[config.mk]
export PLATFORM = sky130hd
export DESIGN_NAME = scpu_queue
export DESIGN_NICKNAME = d
export VERILOG_FILES = /design/src/rtl/scpu_pkg.sv /design/src/rtl/scpu_queue.sv
export SDC_FILE = /design/constraint.sdc
export NUM_CORES = 1
export LEC_CHECK = 0
export BUFFER_PORTS_ARGS = -buffer_cell sky130_fd_sc_hd__buf_4
export CAP_MARGIN = 40
export CORE_ASPECT_RATIO = 1.2
export CORE_MARGIN = 4
export CORE_UTILIZATION = 50
export DETAILED_ROUTE_END_ITERATION = 6
export PLACE_DENSITY_LB_ADDON = 0.05
export SLEW_MARGIN = 30
export SYNTH_ARGS = -nofsm -noshare
export SYNTH_HDL_FRONTEND = slang
export SYNTH_SLANG_ARGS = --single-unit
[constraint.sdc]
create_clock -name clk_i -period 2.66 [get_ports clk_i]
set_clock_uncertainty 0.2 [all_clocks]
set_input_delay 0.266 -clock clk_i [delete_from_list [all_inputs] [get_ports clk_i]]
set_output_delay 0.266 -clock clk_i [all_outputs]
set_load 0.05 [all_outputs]
[src/rtl/scpu_pkg.sv]
`default_nettype none

package scpu_pkg;

  // Phase resolution of one full turn
  localparam int unsigned PhaseBitsDef = 24;

  // Depth of the queue between the phase front end and the polynomial back end
  localparam int unsigned QueueDepth = 4;

  // Registers in one polynomial lane, from queue head to output register
  localparam int unsigned LaneDepth = 15;

  // Horner steps after the innermost coefficient
  localparam int unsigned NumSteps = 4;

  // round(2^32 / (2*pi)) and round(2*pi * 2^29)
  localparam logic [29:0] InvTwoPiQ32 = 30'd683565276;
  localparam logic [31:0] TwoPiQ29    = 32'd3373259426;

  // Q30 constants
  localparam logic [31:0] OneQ30 = 32'd1073741824;
  localparam logic [31:0] RndQ30 = 32'd536870912;
  localparam logic [31:0] C9Q30  = 32'd2794;

  // Queue fill status seen by both sides
  typedef struct packed {
    logic full;
    logic empty;
  } scpu_q_stat_t;

  // Constant added after each Horner multiply, innermost first
  function automatic logic signed [31:0] horner_coef(input int unsigned step);
    logic signed [31:0] c;
    unique case (step)
      0:       c = -32'sd212680;
      1:       c = 32'sd8947518;
      2:       c = -32'sd178956867;
      default: c = 32'sd1073741824;
    endcase
    return c;
  endfunction

endpackage

`default_nettype wire

[src/rtl/scpu_queue.sv]
`default_nettype none

module scpu_queue #(
  parameter int unsigned Width = 48,
  parameter int unsigned Depth = scpu_pkg::QueueDepth
) (
  input  wire logic                   clk_i,
  input  wire logic                   rst_ni,
  input  wire logic                   push_i,
  input  wire logic [Width-1:0]       data_i,
  input  wire logic                   pop_i,
  output logic [Width-1:0]            data_o,
  output scpu_pkg::scpu_q_stat_t      stat_o
);
  import scpu_pkg::*;

  localparam int unsigned PtrW = (Depth > 1) ? $clog2(Depth) : 1;
  localparam int unsigned CntW = $clog2(Depth + 1);

  logic [Width-1:0] mem_q [Depth];
  logic [PtrW-1:0]  wr_q, rd_q;
  logic [CntW-1:0]  cnt_q;

  assign stat_o.full  = (cnt_q == CntW'(Depth));
  assign stat_o.empty = (cnt_q == '0);
  assign data_o       = mem_q[rd_q];

  // Move pointers and fill count
  always_ff @(posedge clk_i or negedge rst_ni) begin
    if (!rst_ni) begin
      wr_q  <= '0;
      rd_q  <= '0;
      cnt_q <= '0;
    end else begin
      if (push_i) begin
        wr_q <= (wr_q == PtrW'(Depth - 1)) ? '0 : wr_q + PtrW'(1);
      end
      if (pop_i) begin
        rd_q <= (rd_q == PtrW'(Depth - 1)) ? '0 : rd_q + PtrW'(1);
      end
      if (push_i && !pop_i) begin
        cnt_q <= cnt_q + CntW'(1);
      end else if (pop_i && !push_i) begin
        cnt_q <= cnt_q - CntW'(1);
      end
    end
  end

  // Store entry
  always_ff @(posedge clk_i) begin
    if (push_i) begin
      mem_q[wr_q] <= data_i;
    end
  end

  a_no_overflow: assert property (@(posedge clk_i) disable iff (!rst_ni)
    push_i |-> !stat_o.full)
    else $error("queue push while full");

  a_no_underflow: assert property (@(posedge clk_i) disable iff (!rst_ni)
    pop_i |-> !stat_o.empty)
    else $error("queue pop while empty");

  a_cnt_bound: assert property (@(posedge clk_i) disable iff (!rst_ni)
    cnt_q <= CntW'(Depth))
    else $error("queue count beyond depth");

endmodule

`default_nettype wire

==> impl_metrics.yaml <==
sta:
  fin_ws_ns: 0.2144
  rsz0062_at_grt: "false"
  worst_pin_slew_ns: 0.5642
  post-route-period-util_pct: 91.94
  maxSlewViolCount: 0
  slew-limit-headroom_pct: 62.39
  fmax_ghz: 0.4089
  hold_viol_final: 0
  period_needed_ns: 2.446
  setup_tns_ns: 0
  setup_viol: 0
global_routing:
  grt_pass1_vias: 3837
  grt_max_degree: 44
  grt_pass1_wl_um: 20780
  overflow: 0
  antenna_found_initial: 0
  grt_use_total_pct: 16.59
job:
  maxCapViolations: 0
clock_tree:
  cts.reportedPaths.clkPinSlew_ns: 0.07
  clockBufferDepth: 2
  cts_tree: "built"
  ctsResizeCount: 0
  htreeDepth: 4
  clock_latency_ns: 0.42
  cts_sinks: 199
  cts_root_buf: "clkbuf_16"
  hold_buffers: 52
  cts_made_buffers: 17
  cts_setup_buffers: 0
synthesis:
  ys_warn_count: 0
  yosys-top-cells-count: "edfxtp_1, mux4_2, dfrtp_1"
  synth_area_leader_cell: "edfxtp_1"
  ys_ff_latch: 199
  synth_top_flop_cell: "edfxtp_1"
  synth.distinct_cells: 19
  synth_area_leaders: "edfxtp_1, mux4_2, dfrtp_1"
  yosys.area.top_type_share_pct: 77.94
  synthMostInstantiatedCell: "edfxtp_1"
  synth_nets: 347
  netlist_instances: 288
  netlist_area_um2: 7397
  synth_edf_count: 192
  async_flop_share_pct: 3.518
  syn_area_per_cell_um2: 25.68
  synth-seq-area-share_pct: 80.31
drt:
  wl_per_cell_um: 19.26
  dr.pass1.iters: 4
  drc: 0
  via_count: 3424
  ant_nets: 0
  drt_iter0_drc: 193
  post_drt_via_cell_ratio: 5.080
  wl_um: 12980
critical_path:
  cp-end-kind: "output pin"
  cp.required_ns: 2.19
  slowest_delay_ns: 0.56
  path_cells: "buf_4 -> mux4_2 -> buf_4"
  critPathSlowestCell: "mux4_2"
  startpoint_type: "flop"
  critPathMaxFanout: 19
  path_common_cell: "buf_4"
  arrival_ns: 1.98
  path_class: "flop to output pin"
outcome:
  status: "completed"
power:
  leakagePower_nw: 3.300
  p_total_mw: 10.93
  ir_worst_vdd_mv: 0.6429
  power.density_nw_per_um2: 1153
layout:
  fin_nets: 520
  layoutNonFillerInstCount: 674
  area_growth_pct: 28.15
  n_antenna_cell: 0
  fillCellCount: 975
  drive_gt1_share_pct: 41.77
floorplan:
  rows: 48
  initial_utilization_pct: 51.11
  die-area_um2: 16810
  die_w_um: 119.0
  io_pins: 102
  fp.dieH_um: 141.2
  core_area_um2: 14470
place:
  dp_cells: 590
  routabilityCongestion: 0.6825
  post-dp-hpwl_um: 7904
  portBuffers: 101
  pre_cts_ws_ns: 0.6229
worst_hold_path:
  holdCritPathClass: "flop to flop"
==> sequential cells by signal, indices dropped and copies added, names as in the netlist <==
register and cells:
mem_q 192, rd_q 2, cnt_q 3, wr_q 2
==> final cells by class <==
type	instances	area (um2)	share of cell area (%)
sequential	199	5946	62.72
inverter	4	15.01	0.1584
clock buffer	19	432.9	4.567
multi-input combinational	74	1308	13.79
clock inverter	13	83.83	0.8844
timing repair buffer	165	1444	15.23
tap	200	250.2	2.640
==> where the power goes <==
group | total, mW | switching (mW) | internal [mW]
combinational | 4.49 | 2.85 | 1.65
clock | 2.23 | 1.05 | 1.19
sequential | 4.21 | 0.178 | 4.03
==> critical path: cells and delay by family, from the launching register on <==
family	cells	cell delay, ns
multiplexers	1	0.56
flip-flops	1	0.42
buffers and inverters	2	0.57
==> layer usage <==
| metal | track usage (%) | up-vias | wire length [um] |
|---|---|---|---|
| li1 | - | 1563 | - |
| met1 | 20.83 | 1781 | 5317 |
| met2 | 28.37 | 69 | 6937 |
| met3 | 4.494 | 11 | 536 |
| met4 | 5.125 | 0 | 189 |
| met5 | 0 | - | 0 |
==> through the flow <==
| step | utilization [%] | area [um2] | hold slack (ns) |
|---|---|---|---|
| finish | 65.49 | 9479 | 0.3005 |
| CTS | 65.49 | 9479 | 0.3043 |
| detailed placement | 58.32 | 8442 | -0.1162 |
| global placement | 58.32 | 8442 | -0.1147 |
| floorplan | - | 7397 | -0.2296 |
| global route | 65.49 | 9479 | 0.3280 |
==> kinds of logic after synthesis <==
logic type	synth area share [%]
DFF	80.31
muxes	15.07
buffers and inverters	2.081
and+or+nand+nor	0.7611
adders and majority gates	1.286
xor gates and xnor gates	0.3553
AOI/OAI and AO/OA	0.1353
==> final timing paths <==
path,depth (start not counted),to,startpoint,slack (ns)
max reg2reg,3,mem_q[3][35],wr_q[0],0.79
max in group asynchronous,3,rd_q[0],rst_ni,1.39
min reg2reg,1,cnt_q[2],cnt_q[2],0.30
min,1,cnt_q[2],cnt_q[2],0.30
max,3,data_o[24],rd_q[0],0.21
min in group asynchronous,3,cnt_q[0],rst_ni,0.60
==> cells in the final DEF (no fill, tap or decap) <==
master,Yosys,final
clkinv_2,0,4
clkinv_1,0,2
ha_1,6,6
inv_1,4,4
xor2_1,2,2
mux2_2,3,3
nor2_1,3,3
clkbuf_1,0,2
nor3_1,1,1
clkinvlp_4,0,4
nor3b_1,1,1
fa_1,1,1
o21ai_0,2,2
xnor2_1,1,1
buf_12,5,6
and2_2,0,4
dfrtp_2,0,1
clkbuf_16,0,17
dfrtp_1,7,5
inv_6,0,1
buf_4,1,107
edfxtp_1,192,192
dfrtp_4,0,1
clkinv_4,0,2
mux4_2,48,48
nand2_1,2,2
dlygate4sd3_1,0,52
No activity file was read; power rests on OpenSTA's default activity.
