--- src/rtl/scpu_pkg.sv ---
`default_nettype none

package scpu_pkg;

  // Phase resolution of one full turn
  localparam int unsigned PhaseBitsDef = 24;

  // Depth of the queue between the phase front end and the polynomial back end
  localparam int unsigned QueueDepth = 4;

  // Registers in one polynomial lane, from queue head to output register
  localparam int unsigned LaneDepth = 15;

  // Horner steps after the innermost coefficient
  localparam int unsigned NumSteps = 4;

  // round(2^32 / (2*pi)) and round(2*pi * 2^29)
  localparam logic [29:0] InvTwoPiQ32 = 30'd683565276;
  localparam logic [31:0] TwoPiQ29    = 32'd3373259426;

  // Q30 constants
  localparam logic [31:0] OneQ30 = 32'd1073741824;
  localparam logic [31:0] RndQ30 = 32'd536870912;
  localparam logic [31:0] C9Q30  = 32'd2794;

  // Queue fill status seen by both sides
  typedef struct packed {
    logic full;
    logic empty;
  } scpu_q_stat_t;

  // Constant added after each Horner multiply, innermost first
  function automatic logic signed [31:0] horner_coef(input int unsigned step);
    logic signed [31:0] c;
    unique case (step)
      0:       c = -32'sd212680;
      1:       c = 32'sd8947518;
      2:       c = -32'sd178956867;
      default: c = 32'sd1073741824;
    endcase
    return c;
  endfunction

endpackage

`default_nettype wire

--- src/rtl/scpu_front.sv ---
`default_nettype none

module scpu_front #(
  parameter int unsigned PhaseBits = scpu_pkg::PhaseBitsDef
) (
  input  wire logic                  clk_i,
  input  wire logic                  rst_ni,
  input  wire logic                  s_tvalid_i,
  output logic                       s_tready_o,
  input  wire logic [31:0]           angle_i,
  input  wire scpu_pkg::scpu_q_stat_t q_stat_i,
  output logic                       push_o,
  output logic [PhaseBits-1:0]       sphase_o,
  output logic [PhaseBits-1:0]       cphase_o
);
  import scpu_pkg::*;

  localparam int unsigned Shift = 56 - PhaseBits;
  localparam logic [PhaseBits-1:0] Quarter = PhaseBits'(1) << (PhaseBits - 2);

  logic [1:0]           vld_q;
  logic                 en;
  logic                 neg1_q, neg2_q;
  logic [31:0]          mag1_q;
  logic [61:0]          prod_q;
  logic [PhaseBits-1:0] pm;

  // Advance while the last stage is empty or can push
  assign en         = !vld_q[1] || !q_stat_i.full;
  assign s_tready_o = en;
  assign push_o     = vld_q[1] && !q_stat_i.full;

  always_ff @(posedge clk_i or negedge rst_ni) begin
    if (!rst_ni) begin
      vld_q <= '0;
    end else if (en) begin
      vld_q <= {vld_q[0], s_tvalid_i};
    end
  end

  // Take magnitude, then scale to turns
  always_ff @(posedge clk_i) begin
    if (en) begin
      neg1_q <= angle_i[31];
      mag1_q <= angle_i[31] ? (~angle_i + 32'd1) : angle_i;
      neg2_q <= neg1_q;
      prod_q <= 62'(mag1_q) * 62'(InvTwoPiQ32);
    end
  end

  // Truncate toward zero, wrap to one turn, derive the cosine phase
  assign pm       = prod_q[Shift +: PhaseBits];
  assign sphase_o = neg2_q ? (~pm + PhaseBits'(1)) : pm;
  assign cphase_o = sphase_o + Quarter;

endmodule

`default_nettype wire

--- config.mk ---
export PLATFORM = sky130hd
export DESIGN_NAME = scpu_front
export DESIGN_NICKNAME = d
export VERILOG_FILES = /design/src/rtl/scpu_pkg.sv /design/src/rtl/scpu_front.sv
export SDC_FILE = /design/constraint.sdc
export NUM_CORES = 1
export LEC_CHECK = 0
export BUFFER_PORTS_ARGS = -buffer_cell sky130_fd_sc_hd__clkbuf_2
export CAP_MARGIN = 0
export CORE_MARGIN = 5
export CORE_UTILIZATION = 60
export CTS_BUF_LIST = sky130_fd_sc_hd__clkbuf_4 sky130_fd_sc_hd__clkbuf_8
export DETAILED_ROUTE_END_ITERATION = 8
export PLACE_DENSITY = 0.78
export REMOVE_ABC_BUFFERS = 1
export SKIP_LAST_GASP = 1
export SLEW_MARGIN = 5
export SYNTH_ARGS = -nofsm -noshare
export SYNTH_HDL_FRONTEND = slang
export SYNTH_SLANG_ARGS = --single-unit
--- constraint.sdc ---
create_clock -name clk_i -period 14.8 [get_ports clk_i]
set_input_delay 2.96 -clock clk_i [delete_from_list [all_inputs] [get_ports clk_i]]
set_output_delay 2.96 -clock clk_i [all_outputs]
set_load 0.05 [all_outputs]
==> out/summary.log <==
[drt] total via count in the routed design 11,870
[grt] GRT Overall Usage 0.2656
[setup_path] Top cell by count, worst path sky130_fd_sc_hd__fa_1
[floorplan] DIE WIDTH 182.6 um
[clock_network] Post-CTS Setup Bufs 0
[grt] maximum number of pins on one net before global-route repair 61
[setup_path] category of the worst setup path launch point register
[floorplan] placement row count 63
[drt] highest signal layer in the routed design met4
[clock_network] number of buffers inserted during clock tree synthesis 9
[floorplan] Die Outline Area 33,340 um2
[grt] vias in the first global route 13,860
[drt] met1 wire length 15,320 um
[sta] max-slew violations 0
[sta] Finish-stage setup viols 0
[finish] ANT cells 0
[setup_path] required time reported for the critical path endpoint 14.91 ns
[grt] final global-route overflow total 0
[finish] number of standard cells in the final layout excluding fillers 2,248
[setup_path] maximum single-stage delay on the critical path 0.68 ns
[sta] RSZ-0062 raised after global routing no
[yosys] instance count of the mapped netlist 1,786
[sta] crit path setup slack, layout 6.864 ns
[drt] drc violations 0
[clock_network] CTS tree done
[grt] global-route wire length before repair 68,650 um
[setup_path] slack of the worst reg-to-reg path 6.86 ns
[setup_path] startpoint of the worst register-to-register path mag1_q[9]
[clock_network] latest clock arrival within the worst-skew pair 0.37 ns
[finish] area of combinational cells with multiple inputs 13,400 um2
[clock_network] number of clock sinks 60
[finish] Synth-to-Final Area Change 5.145%
[setup_path] cell-by-cell trace of the critical path inv_1 > fa_1 > fa_1 > fa_1 > inv_1 > fa_1 > fa_1 > fa_1 > inv_1 > fa_1 > inv_1 > ha_1 > a211oi_1 > o211ai_1 > o211ai_1 > o22ai_1 > a31oi_1 > and2_1 > a21oi_1 > a2111oi_0 > nor2_1
[setup_path] Critical Path Fanout Max 5
[placement] Inst Count DP 2,232
[drt] average wire length per cell after detail routing 18.43 um
[sta] post-layout minimum cycle time 7.936 ns
[sta] maximum clock rate 126.0 MHz
[clock_network] clock transition at the registers of the reported paths 0.08 ns
[clock_network] number of hold buffers added after cts 0
[sta] post-route clock skew 0.01732 ns
[setup_path] data arrival time of the critical path 8.05 ns
[drt] vias per cell 5.281
[drt] Starting DRT DRC Count 595
[clock_network] Clock Tree Root sky130_fd_sc_hd__clkbuf_8
[yosys] number of flops mapped to enable cells by yosys 58
[yosys] sequential cell area fraction in the yosys report 0.1002
[floorplan] Starting Density 0.6047
[setup_path] type of element capturing the critical path register
[setup_path] type of the worst setup path reg2reg
[sta] portion of the clock cycle consumed by the worst path in the final layout 0.5362
[placement] placer congestion estimate 1.027
[setup_path] worst reg2reg path endpoint prod_q[52]
[worst_hold_path] hold worst-path end neg2_q
[sta] worst-margin pin slew 1.026 ns
[floorplan] count of boundary I/O pins 87
[grt] antenna violations before repair 0
[clock_network] Resized cells post-CTS 0
[drt] total length of routed met3 wires 1999 um
[finish] most common cell after layout, fill and taps aside sky130_fd_sc_hd__inv_1
[worst_hold_path] Min-Delay Path Depth 0
[run] number of max-capacitance violations reported 0
[drt] drt total wl 41,430 um
[drt] met2 WL 22,130 um
[floorplan] floorplan core area 29,560 um2
[sta] hold violation count in the final report 0
[floorplan] Die Y-Extent 182.6 um
[placement] I/O Buffers 85
[yosys] fraction of registers with async set or reset after synthesis 0.03333
[worst_hold_path] worst hold start neg1_q
[drt] remaining antenna violation count 0
[finish] number of nets in the finished design 2,549
[setup_path] count of cells along the worst register-to-register path 21
[setup_path] CP Buf/Inv Count 4
[yosys] Distinct cells, synth 53
[sta] Slew headroom 0.3087
[drt] Pre-Repair DR Iteration Count 5
[worst_hold_path] class of the tightest hold or removal check reg2reg
[finish] fraction of layout cells with a size suffix above 1 0.06297
[placement] worst setup slack before clock tree synthesis 6.919 ns
[setup_path] Top Family by Delay on Critical Path adder cells
[yosys] synthesis warning total 0
[finish] most frequent cells in the layout 662 x sky130_fd_sc_hd__inv_1, 362 x sky130_fd_sc_hd__fa_1, 297 x sky130_fd_sc_hd__ha_1
[finish] fin util 0.6358
[yosys] Seq cells post-synth 60
[yosys] Syn Std Cell Area 17,870 um2
[clock_network] H-tree levels 3
[placement] post-DP HPWL 37,540 um
[finish] final-layout fill cell count 2,372
[finish] area taken by flip-flops and latches 1792 um2
[sta] summed negative setup slack over all endpoints 0 ns
[yosys] mean cell area of the mapped netlist 10.01 um2
[yosys] Synth Flop Type sky130_fd_sc_hd__edfxtp_1
[run_status] outcome completed
[setup_path] slowest cell on the critical path sky130_fd_sc_hd__o211ai_1
[clock_network] maximum number of buffers from clock root to sink 2
## state kept, by name, indices dropped and copies added (netlist names)
register / flops
prod_q: 24
neg2_q: 1
vld_q: 2
neg1_q: 1
mag1_q: 32
## metal layers
layer  track usage  up-vias
li1              -     5483
met1        0.3031     5977
met2        0.4888      309
met3       0.04405      103
met4        0.1162        0
met5             0        -
## final cells by class
type / count / area share
multi-input combinational: 1034 / 0.7131
inverter: 662 / 0.1322
sequential: 60 / 0.09534
tap: 390 / 0.02597
timing repair buffer: 86 / 0.02304
clock buffer: 10 / 0.006991
clock inverter: 6 / 0.003395
## through the flow
stage          cell area [um2]  hold slack [ns]
2_1_floorplan            17670           0.4003
4_1_cts                  18790           0.4444
5_1_grt                  18790           0.4587
3_5_place_dp             18600           0.4111
6_report                 18790           0.4440
3_3_place_gp             18600           0.4002
## logic make-up (layout without fill, tap and decap cells)
group,after synthesis,in the layout,synth area share
compound gates,147,147,0.05271
xor+xnor,79,79,0.03871
simple gates,148,148,0.04417
fa+ha+maj,659,659,0.6134
buf+inv,692,764,0.1502
mux,1,1,0.0006300
flops,60,60,0.1002
## Yosys cell counts (3+ instances only)
| cell type | instances | area, um2 |
|---|---|---|
| sky130_fd_sc_hd__xor2_1 | 28 | 245.2 |
| sky130_fd_sc_hd__ha_1 | 297 | 3716 |
| sky130_fd_sc_hd__or2_2 | 3 | 18.77 |
| sky130_fd_sc_hd__xnor2_1 | 51 | 446.7 |
| sky130_fd_sc_hd__nor2_1 | 16 | 60.06 |
| sky130_fd_sc_hd__buf_4 | 23 | 172.7 |
| sky130_fd_sc_hd__a211oi_1 | 5 | 37.54 |
| sky130_fd_sc_hd__a21oi_1 | 38 | 190.2 |
| sky130_fd_sc_hd__fa_1 | 362 | 7247 |
| sky130_fd_sc_hd__nand4_1 | 13 | 81.33 |
| sky130_fd_sc_hd__o21a_1 | 5 | 37.54 |
| sky130_fd_sc_hd__clkbuf_1 | 7 | 26.28 |
| sky130_fd_sc_hd__o211ai_1 | 6 | 45.04 |
| sky130_fd_sc_hd__a21o_1 | 18 | 135.1 |
| sky130_fd_sc_hd__edfxtp_1 | 58 | 1742 |
| sky130_fd_sc_hd__or4_1 | 4 | 30.03 |
| sky130_fd_sc_hd__nand2b_1 | 5 | 31.28 |
| sky130_fd_sc_hd__inv_1 | 662 | 2485 |
| sky130_fd_sc_hd__o31ai_1 | 6 | 45.04 |
| sky130_fd_sc_hd__o21ai_0 | 39 | 195.2 |
| sky130_fd_sc_hd__and3_1 | 6 | 37.54 |
| sky130_fd_sc_hd__and2_1 | 3 | 18.77 |
| sky130_fd_sc_hd__nor2b_1 | 7 | 43.79 |
| sky130_fd_sc_hd__nand2_1 | 54 | 202.7 |
| sky130_fd_sc_hd__a31oi_1 | 3 | 18.77 |
| sky130_fd_sc_hd__or3_1 | 7 | 43.79 |
| sky130_fd_sc_hd__nand3_1 | 11 | 55.05 |
| sky130_fd_sc_hd__nor3_1 | 8 | 40.04 |
| sky130_fd_sc_hd__o41ai_1 | 9 | 78.83 |
## worst max-delay path by stage
stage	slack [ns]	endpoint	cells after the start	start
final	6.86	prod_q[52]	21	mag1_q[9]
after global routing	6.62	prod_q[52]	21	mag1_q[12]
after CTS	6.88	prod_q[52]	21	mag1_q[9]
after detailed placement	6.92	prod_q[52]	21	mag1_q[9]
after global placement	7.02	prod_q[52]	21	mag1_q[10]
after floorplan	7.30	s_tready_o	1	q_stat_i[1]
Power is not shown: default switching activity piles up to over one toggle a cycle in this logic, so the estimate is an artifact.
